$ cat config.mk
export PLATFORM = sky130hd
export DESIGN_NAME = wfha_ctrl
export DESIGN_NICKNAME = d
export VERILOG_FILES = /design/src/rtl/core/wfha_pkg.sv /design/src/rtl/core/wfha_ctrl.sv
export VERILOG_INCLUDE_DIRS = /design/src /design/src/rtl/core
export SDC_FILE = /design/constraint.sdc
export NUM_CORES = 1
export LEC_CHECK = 0
export ABC_AREA = 1
export BUFFER_PORTS_ARGS = -buffer_cell sky130_fd_sc_hd__buf_2
export CAP_MARGIN = 0
export CORE_ASPECT_RATIO = 0.9
export CORE_MARGIN = 2
export CORE_UTILIZATION = 52
export CTS_BUF_LIST = sky130_fd_sc_hd__clkbuf_4 sky130_fd_sc_hd__clkbuf_8 sky130_fd_sc_hd__clkbuf_16
export DETAILED_ROUTE_END_ITERATION = 7
export PLACE_DENSITY = 0.83
export SLEW_MARGIN = 20
export SYNTH_ARGS = -nofsm -noshare
export SYNTH_HDL_FRONTEND = slang
export SYNTH_SLANG_ARGS = --single-unit
$ cat constraint.sdc
create_clock -name clock -period 3.8 [get_ports clock]
set_clock_uncertainty 0.1 [all_clocks]
set_input_delay 0.57 -clock clock [delete_from_list [all_inputs] [get_ports clock]]
set_output_delay 0.57 -clock clock [all_outputs]
set_load 0.05 [all_outputs]
$ cat src/rtl/core/worst_fit_heap_allocator_unit_macros.svh
// Assertion macros for the worst-fit heap allocator.
`ifndef WORST_FIT_HEAP_ALLOCATOR_UNIT_MACROS_SVH
`define WORST_FIT_HEAP_ALLOCATOR_UNIT_MACROS_SVH
// Implication checked on every clock edge outside reset.
`define WFH_ASSERT_IMPL(label, clk, rst, ante, cons, msg) \
   label: assert property (@(posedge clk) disable iff (rst) (ante) |-> (cons)) \
      else $error(msg);
// Next-cycle implication checked outside reset.
`define WFH_ASSERT_NEXT(label, clk, rst, ante, cons, msg) \
   label: assert property (@(posedge clk) disable iff (rst) (ante) |=> (cons)) \
      else $error(msg);
`endif

$ cat src/rtl/core/wfha_pkg.sv
// Shared types and constants for the worst-fit heap allocator.
package wfha_pkg;
   localparam int HEAP_BYTES = 1024;

   localparam logic [1:0] ST_DONE    = 2'd0;
   localparam logic [1:0] ST_NOFIT   = 2'd1;
   localparam logic [1:0] ST_IGNORED = 2'd2;
   localparam logic       KIND_ALLOC = 1'b0;
   localparam logic       KIND_FREE  = 1'b1;

   typedef enum logic [3:0] {
      OP_NONE, OP_CLEAR, OP_SCAN_RD, OP_SCAN_CMP, OP_ALLOC_WR, OP_SPLIT_WR,
      OP_SPLIT_NXT_RD, OP_SPLIT_NXT_WR, OP_FREE_RD, OP_FREE_NXT_RD, OP_FREE_NXT_WR,
      OP_FREE_PRV_RD, OP_FREE_PRV_WR, OP_FREE_LINK_RD, OP_FREE_LINK_WR
   } op_type;

   typedef struct packed {
      op_type op;
   } cmd_type;

   typedef struct packed {
      logic clear_last;
      logic scan_last;
      logic found;
      logic is_start;
      logic nxt_free;
      logic prv_free;
      logic has_link;
      logic has_rest;
      logic cur_nz;
   } sts_type;
endpackage

$ cat src/rtl/core/wfha_ctrl.sv
// Sequencing controller for the worst-fit heap allocator.
`include "worst_fit_heap_allocator_unit_macros.svh"
module wfha_ctrl (
   input  logic             clock,
   input  logic             reset,
   input  logic             req_valid,
   output logic             req_stall,
   input  logic             req_kind,
   input  logic [10:0]      req_alloc_size,
   output logic             rsp_valid,
   input  logic             rsp_stall,
   output logic [1:0]       rsp_status,
   output logic [9:0]       rsp_start_index,
   input  logic [9:0]       best_index,
   input  wfha_pkg::sts_type sts,
   output wfha_pkg::cmd_type cmd
);
   localparam logic [3:0] S_CLEAR = 4'd0, S_IDLE = 4'd1, S_SCAN = 4'd2, S_ALLOC = 4'd3,
      S_SPLIT = 4'd4, S_SNRD = 4'd5, S_SNWR = 4'd6, S_FRD = 4'd7, S_FNXT = 4'd8,
      S_FNWR = 4'd9, S_FPRD = 4'd10, S_FPWR = 4'd11, S_FLRD = 4'd12, S_FLWR = 4'd13,
      S_FCHK = 4'd14, S_FDONE = 4'd15;

   logic [3:0] state_ff, state_in;
   logic       rv_ff, rv_in;
   logic [1:0] st_ff, st_in;
   logic [9:0] si_ff, si_in;
   logic       fp_ff, fp_in;   // predecessor merge pending
   logic       fnz_ff, fnz_in; // freed index nonzero
   logic       req_take;

   assign req_stall = (state_ff != S_IDLE) || rv_ff;
   assign req_take  = req_valid && !req_stall;
   assign rsp_valid = rv_ff;
   assign rsp_status = st_ff;
   assign rsp_start_index = si_ff;

   always_comb begin
      state_in = state_ff; rv_in = rv_ff; st_in = st_ff; si_in = si_ff;
      fp_in = fp_ff; fnz_in = fnz_ff;
      cmd.op = wfha_pkg::OP_NONE;
      if (rv_ff && !rsp_stall) rv_in = 1'b0;
      unique case (state_ff)
         S_CLEAR: begin
            cmd.op = wfha_pkg::OP_CLEAR;
            if (sts.clear_last) state_in = S_IDLE;
         end
         S_IDLE: begin
            if (req_take) begin
               if (req_kind == wfha_pkg::KIND_ALLOC) begin
                  if (req_alloc_size == '0) begin
                     rv_in = 1'b1; st_in = wfha_pkg::ST_NOFIT; si_in = '0;
                  end else begin
                     cmd.op = wfha_pkg::OP_SCAN_RD; state_in = S_SCAN;
                  end
               end else begin
                  cmd.op = wfha_pkg::OP_FREE_RD; state_in = S_FRD;
               end
            end
         end
         S_SCAN: begin
            cmd.op = wfha_pkg::OP_SCAN_CMP;
            if (sts.scan_last) state_in = S_ALLOC;
         end
         S_ALLOC: begin
            if (sts.found) begin
               cmd.op = wfha_pkg::OP_ALLOC_WR; state_in = S_SPLIT;
            end else begin
               rv_in = 1'b1; st_in = wfha_pkg::ST_NOFIT; si_in = '0; state_in = S_IDLE;
            end
         end
         S_SPLIT: begin
            if (sts.has_rest) begin
               cmd.op = wfha_pkg::OP_SPLIT_WR; state_in = S_SNRD;
            end else begin
               rv_in = 1'b1; st_in = wfha_pkg::ST_DONE; si_in = best_index;
               state_in = S_IDLE;
            end
         end
         S_SNRD: begin
            cmd.op = wfha_pkg::OP_SPLIT_NXT_RD; state_in = S_SNWR;
         end
         S_SNWR: begin
            if (sts.has_link) cmd.op = wfha_pkg::OP_SPLIT_NXT_WR;
            state_in = S_IDLE;
            rv_in = 1'b1; st_in = wfha_pkg::ST_DONE; si_in = best_index;
         end
         S_FRD: begin
            fnz_in = sts.cur_nz;
            if (!sts.is_start) begin
               rv_in = 1'b1; st_in = wfha_pkg::ST_IGNORED; si_in = '0; state_in = S_IDLE;
            end else begin
               cmd.op = wfha_pkg::OP_FREE_NXT_RD; state_in = S_FNXT;
            end
         end
         S_FNXT: begin
            if (sts.nxt_free) begin
               cmd.op = wfha_pkg::OP_FREE_NXT_WR; state_in = S_FNWR;
            end else begin
               cmd.op = wfha_pkg::OP_FREE_LINK_RD; state_in = S_FLRD; fp_in = 1'b1;
            end
         end
         S_FNWR: begin
            cmd.op = wfha_pkg::OP_FREE_LINK_RD; state_in = S_FLRD; fp_in = 1'b1;
         end
         S_FLRD: begin
            if (sts.has_link) begin
               cmd.op = wfha_pkg::OP_FREE_LINK_WR; state_in = S_FLWR;
            end else state_in = S_FLWR;
         end
         S_FLWR: begin
            if (fp_ff && fnz_ff) begin
               cmd.op = wfha_pkg::OP_FREE_PRV_RD; state_in = S_FPRD;
            end else state_in = S_FDONE;
         end
         S_FPRD: begin
            if (sts.prv_free) begin
               cmd.op = wfha_pkg::OP_FREE_PRV_WR; state_in = S_FPWR;
            end else state_in = S_FDONE;
         end
         S_FPWR: begin
            fp_in = 1'b0;
            cmd.op = wfha_pkg::OP_FREE_LINK_RD; state_in = S_FLRD;
         end
         S_FCHK: state_in = S_FDONE;
         S_FDONE: begin
            fp_in = 1'b0;
            rv_in = 1'b1; st_in = wfha_pkg::ST_DONE; si_in = '0; state_in = S_IDLE;
         end
         default: state_in = S_IDLE;
      endcase
   end

   always_ff @(posedge clock) begin
      if (reset) begin
         state_ff <= S_CLEAR;
         rv_ff <= 1'b0;
         fp_ff <= 1'b0;
         fnz_ff <= 1'b0;
      end else begin
         state_ff <= state_in;
         rv_ff <= rv_in;
         fp_ff <= fp_in;
         fnz_ff <= fnz_in;
      end
      st_ff <= st_in;
      si_ff <= si_in;
   end

   `WFH_ASSERT_IMPL(a_no_take_busy, clock, reset,
      state_ff != S_IDLE, !req_take, "transaction taken while busy")
   `WFH_ASSERT_NEXT(a_rsp_hold, clock, reset,
      rv_ff && rsp_stall, rv_ff && $stable(st_ff) && $stable(si_ff),
      "stalled response changed")
   `WFH_ASSERT_IMPL(a_status_code, clock, reset,
      rv_ff, st_ff == wfha_pkg::ST_DONE || st_ff == wfha_pkg::ST_NOFIT ||
      st_ff == wfha_pkg::ST_IGNORED, "bad status code")
endmodule

### Yosys cells after proc, flatten, opt, wreduce, memory -nomap -nowiden

Index checks and enable logic that the tools add are counted.

* bits in registers: 19
* input port bits: 35
* output and inout port bits: 18
* word-level logic and storage cells: 98

* equal/unequal tests: 26
* multiplexer cells: 48
* reductions and logical operators: 18

Operators with widths (number)
* $mux 10: 6
* $pmux 10 s6: 1
* $pmux 4 s14: 1
* $pmux 4 s13: 1
* $mux 4: 12
* $eq 4x4->1 const B: 8
* $mux 3: 9
* $ne 2x2->1 const B: 9
* $eq 4x3->1 const B: 4
* $mux 2: 7
* $reduce_and 7->1: 2
* $logic_not 11->1: 1
* $pmux 2 s5: 1
* $eq 4x2->1 const B: 2
* $mux 1: 8
* $reduce_bool 6->1: 1
* $reduce_or 2->1: 3
* $pmux 1 s5: 1
* $reduce_bool 5->1: 1
* $eq 4x1->1 const B: 1
* $logic_not 4->1: 1
* $ne 4x1->1 const B: 1
* $reduce_and 4->1: 1
* $logic_and 1x1->1: 3
* 6 further kinds: 7

### Logic depth before layout (Yosys ltp)

Gate-level depths: netlist of run 1.

* depth after elaboration: 7
* depth in mapped cells: 10
* gate-level depth less buffers: 9

### Worst setup path before layout of run 1

OpenSTA, ideal clock, no wires.

* kind: register -> output
* start point: register state_ff[1]
* end point: output port cmd[1] (netlist bit)
* data arrival time: 2.094 ns
* data required time: 3.130 ns
* path slack: 1.036 ns
* stages on the path, launching flop included: 7
* buffers on the path: 1
* cell sequence: dfxtp_1 > buf_2 > inv_1 > nand2_1 > nor2_1 > nand3_1 > o31ai_1

RTL lines
* from (decl): RTL line wfha_ctrl.sv:23 `logic [3:0] state_ff, state_in;`
* from (signal assigned): RTL line wfha_ctrl.sv:140 `state_ff <= state_in;`
* to (decl): RTL line wfha_ctrl.sv:16 `output wfha_pkg::cmd_type cmd`

==> metrics.txt, run 1 <==
CP Data Required Time 3130 ps; Ports 53; total grt overflow 0; LEAKAGE 0.937 nW; DR vias 1468; drt wl/cell 11.1 um; antenna violations before repair 0; Setup Fix Bufs, Post-CTS 0; die width 57.8 um; Pre-antenna DRT Iters 5; DP Area 0.00163 mm^2; CTS Hold Bufs 0; starting density of the core 54.8%; Final setup viols 0; core area 0.00247 mm^2; setup TNS 0 ps; critical path capture point type primary output; sequential element share of the synthesized area 37.0%; RSZ-0062 raised after global routing no; end-of-flow core utilization 67.3%; die area 0.00303 mm^2; area of the multi-input gates 686 um^2; Post-Syn Area 0.00135 mm^2; register area 500 um^2; Via density 4.93; Antenna Violating Nets Remaining 0; CTS sink cnt 19; Highest Clock Rate 0.374 GHz; Min-Delay Path Class in2reg; Post-synth top cells nand2_1, nor2_1, inv_1; largest net degree at the start of global routing 13; 1st-iter DRT viols 87; row count 17; Max VDD drop 0.000517 V; Ys Warns 0; Top FF cell, synth edfxtp_1; first-pass GRT wire length 5530 um; syn_nets 252; outcome completed; GR Util All Layers 24.0%; Fillers 247; Pins Over Slew Limit 0; Synth area leaders edfxtp_1, nand2_1, nor2_1; synthesized flop and latch total 19; layout cells sized above 1 24.8%; Slew HR 47.7%; Syn Inst Count 217; diodes inserted 0; CTS tree done; htree depth 1; number of global-route vias before repair 1251; pwr/cell area 654 mW/mm^2; crit path time final 2680 ps; Mapped Avg Cell Area 6.23 um^2; area leader, netlist edfxtp_1; CTS max path bufs 2; post-cts sizing count 0; number of synthesized flops with an enable pin 12; setup slack at placement 1310 ps; most frequent cell after synthesis nand2_1; Period Utilization, post-route 70.4%; worst path arrival time 2010 ps; Root Driver clkbuf_4; max-cap violations 0; async set-or-reset flop fraction in the synthesized netlist 0%; Synth-to-Final Area Change 22.8%; Crit Path Max Fanout 10; design area 0.00166 mm^2; Die H 52.4 um; dpl hpwl 2810 um; drt drc 0; Clock transition at path regs 100 ps; area share of the largest cell type after synthesis 26.6%; Final WS setup 1120 ps; Hold Vio Cnt, Final 0; Worst-Skew Late Latency 290 ps; nets 306; final RePlAce weighted congestion 0.929; CTS Buf Count 3; CP Class reg2out; Post-Route WL 3300 um; port bufs 52; Slew @ Worst Pin 782 ps; Yosys cell types 21; CP startpoint kind flop
state kept, by name (all words and copies together) (netlist names):
signal / flops
fnz_ff: 1
fp_ff: 1
rsp_start_index: 10
rsp_status: 2
rsp_valid: 1
state_ff: 4
metal layers:
layer | up-vias | wire length (um) | GRT usage, %
li1 | 780 | - | -
met5 | - | 0 | 0
met4 | 0 | 0 | 1.16
met3 | 0 | 225 | 5.19
met2 | 56 | 1590 | 39.8
met1 | 632 | 1490 | 33.7
critical path, cell delays in order, from the launching register on:
cell	delay, ps
dfxtp_1	540
nand2_1	220
nor2_2	240
nand2_1	180
o211ai_1	150
nor2_1	60
nand3_1	60
buf_2	260
placed cells by master (no fill, tap or decap), types with 2 or more instances in the layout:
master,netlist,layout
a21oi_1,4,4
buf_2,1,52
clkbuf_4,0,4
dfxtp_1,7,7
edfxtp_1,12,12
inv_1,37,37
inv_2,3,3
nand2_1,61,61
nand3_1,20,20
nand3b_1,2,2
nand4_1,2,2
nor2_1,46,46
nor2_2,4,4
nor2_4,3,3
nor3_1,2,2
o21ai_0,7,7
power breakdown:
| part | total, mW | internal (mW) | switching, mW |
|---|---|---|---|
| Clock | 0.107 | 0.0480 | 0.0587 |
| Combinational | 0.642 | 0.154 | 0.488 |
| Sequential | 0.339 | 0.295 | 0.0435 |
| Total | 1.09 | 0.497 | 0.590 |
final timing paths:
path | depth (start not counted) | to | slack (ps) | start
setup / recovery | 7 | cmd[0] | 1120 | state_ff[0]
hold / removal | 2 | state_ff[2] | 350 | reset
setup reg to reg | 6 | rsp_start_index[0] | 1380 | state_ff[2]
hold reg to reg | 2 | fp_ff | 460 | fp_ff
logic make-up after synthesis:
family / count (synthesis) / share of synthesized area, %
AND/OR/NAND/NOR: 140 / 44.2
buffers and inverters: 43 / 12.3
flip-flops: 19 / 37.0
AO/OA/AOI/OAI: 15 / 6.48
area by class of cell:
class	count	share of cell area, %
Multi-Input combinational cell	155	41.3
Sequential cell	19	30.1
Timing Repair Buffer	52	15.7
Inverter	40	9.04
Tap cell	28	2.11
Clock buffer	4	1.81
through the flow:
stage / hold WS [ps] / power, mW / instances
final: 354 / 1.09 / 298
after global routing: 338 / 1.17 / 298
after CTS: 349 / 1.09 / 298
after detailed placement: 442 / 0.983 / 294
after global placement: 422 / 0.981 / 294
after floorplan: 395 / 0.845 / 217
(Power assumes the default switching activity.)
==> inputs of run 2 (changes only) <==
Settings changed: CORE_UTILIZATION 52 to 44, PLACE_DENSITY 0.83 to 0.74.
Clock period 3.8 ns to 2.35 ns, I/O delays scaled along.
==> run 2 against run 1 <==
Die area increased by 17%. Power grew 66%. Clock-buffer cell count fell by 1. Routed wire length down 0.88%. Cell area up 3.8%. Hold slack worse by 220 ps. Combinational power increased by 71%. Worst setup slack got worse by 990 ps.
==> metrics.txt, run 2 (synthesis results as in run 1) <==
first-pass GRT wire length 5600 um; starting density of the core 45.2%; RSZ-0062 raised after global routing yes; critical path capture point type primary output; Hold WS 137 ps; Final setup viols 0; Highest Clock Rate 0.452 GHz; outcome completed; max FFs per register 10; Period Utilization, post-route 94.2%; Final WS setup 137 ps; post-cts sizing count 1; number of global-route vias before repair 1279; htree depth 1; crit path from state_ff[2]; CTS Buf Count 3; Pre-antenna DRT Iters 4; GR Util All Layers 19.9%; Ports 53; core area 0.00300 mm^2; Setup Fix Bufs, Post-CTS 0; Slew HR 81.7%; nets 309; layout cells sized above 1 28.2%; setup slack at placement 322 ps; commonest non-fill, non-tap cell in the layout nand2_1; pwr/cell area 1050 mW/mm^2; max-cap violations 0; hold_sp reset; CTS tree done; port bufs 52; dpl hpwl 2710 um; CTS Hold Bufs 0; drt drc 0; 1st-iter DRT viols 139; Antenna Violating Nets Remaining 0; row count 19; Die H 56.6 um; Post-Route WL 3270 um; Min-Delay Path Class in2reg; most frequent cells in the layout nand2_1, buf_2, nor2_1; Crit Path Max Fanout 6; crit path time final 2210 ps; Root Driver clkbuf_4; CTS sink cnt 19; Max VDD drop 0.000592 V; CTS max path bufs 2; Synth-to-Final Area Change 27.5%; DR vias 1467; Fillers 328; Via density 4.66; die area 0.00353 mm^2; die width 62.4 um; Pins Over Slew Limit 0; total grt overflow 0; Clock transition at path regs 100 ps; Hold Vio Cnt, Final 0; Worst-Skew Late Latency 290 ps; R2R Path Start state_ff[3]; diodes inserted 0; worst path arrival time 1760 ps; antenna violations before repair 0; CP startpoint kind flop; Tot Pwr 1.81 mW; LEAKAGE 0.957 nW; drt wl/cell 10.4 um; CP Class reg2out; final RePlAce weighted congestion 0.962; Slew @ Worst Pin 272 ps; CP Data Required Time 1900 ps; largest net degree at the start of global routing 12
-- run 2: changes by cell type in the layout (fill, tap and decap cells not counted), sizes merged --
cell    change
clkinv      +1
buf         +2
-- run 2: path summary, 6_finish.rpt --
| kind | endpoint | slack, ps | depth (start not counted) |
|---|---|---|---|
| worst max register to register | rsp_start_index[4] | 530 | 9 |
| worst min-delay path | state_ff[2] | 140 | 2 |
| worst min register to register | fp_ff | 460 | 2 |
| worst max-delay path | cmd[1] | 140 | 6 |
-- run 2: stage by stage --
stage,utilization (%),setup TNS [ps],instances,instance area [um^2]
detailed placement,56.0,0,311,1680
finish,57.6,0,315,1720
floorplan,-,0,217,1360
CTS,56.9,0,315,1710
global placement,56.0,0,311,1680
global route,57.6,-2.76,315,1720
-- run 2: worst max-delay path, stage by stage, from the launching register on --
cell,delay (ps)
dfxtp_2,390
inv_2,110
nand2_1,90
nor2_1,210
nand3_1,160
o31ai_2,220
buf_2,290
-- run 2: layout make-up --
cell class                 count  area [um^2]  area share [%]
sequential                    19          505            29.3
timing repair buffer          55          285            16.5
multi-input combinational    155          703            40.8
inverter                      40          150            8.71
clock buffer                   3         22.5            1.31
tap                           42         52.6            3.05
clock inverter                 1         5.00           0.290
-- run 2: power breakdown --
part	internal, mW	switching (mW)	total (mW)
registers	0.480	0.0683	0.548
logic	0.288	0.810	1.10
clock network	0.0633	0.0966	0.160
-- run 2: routing by layer --
metal | up-vias | GRT usage (%) | wire length [um]
met3 | 4 | 5.61 | 257
met4 | 0 | 4.13 | 39
li1 | 786 | - | -
met5 | - | 0 | 0
met1 | 621 | 28.4 | 1550
met2 | 56 | 30.1 | 1420
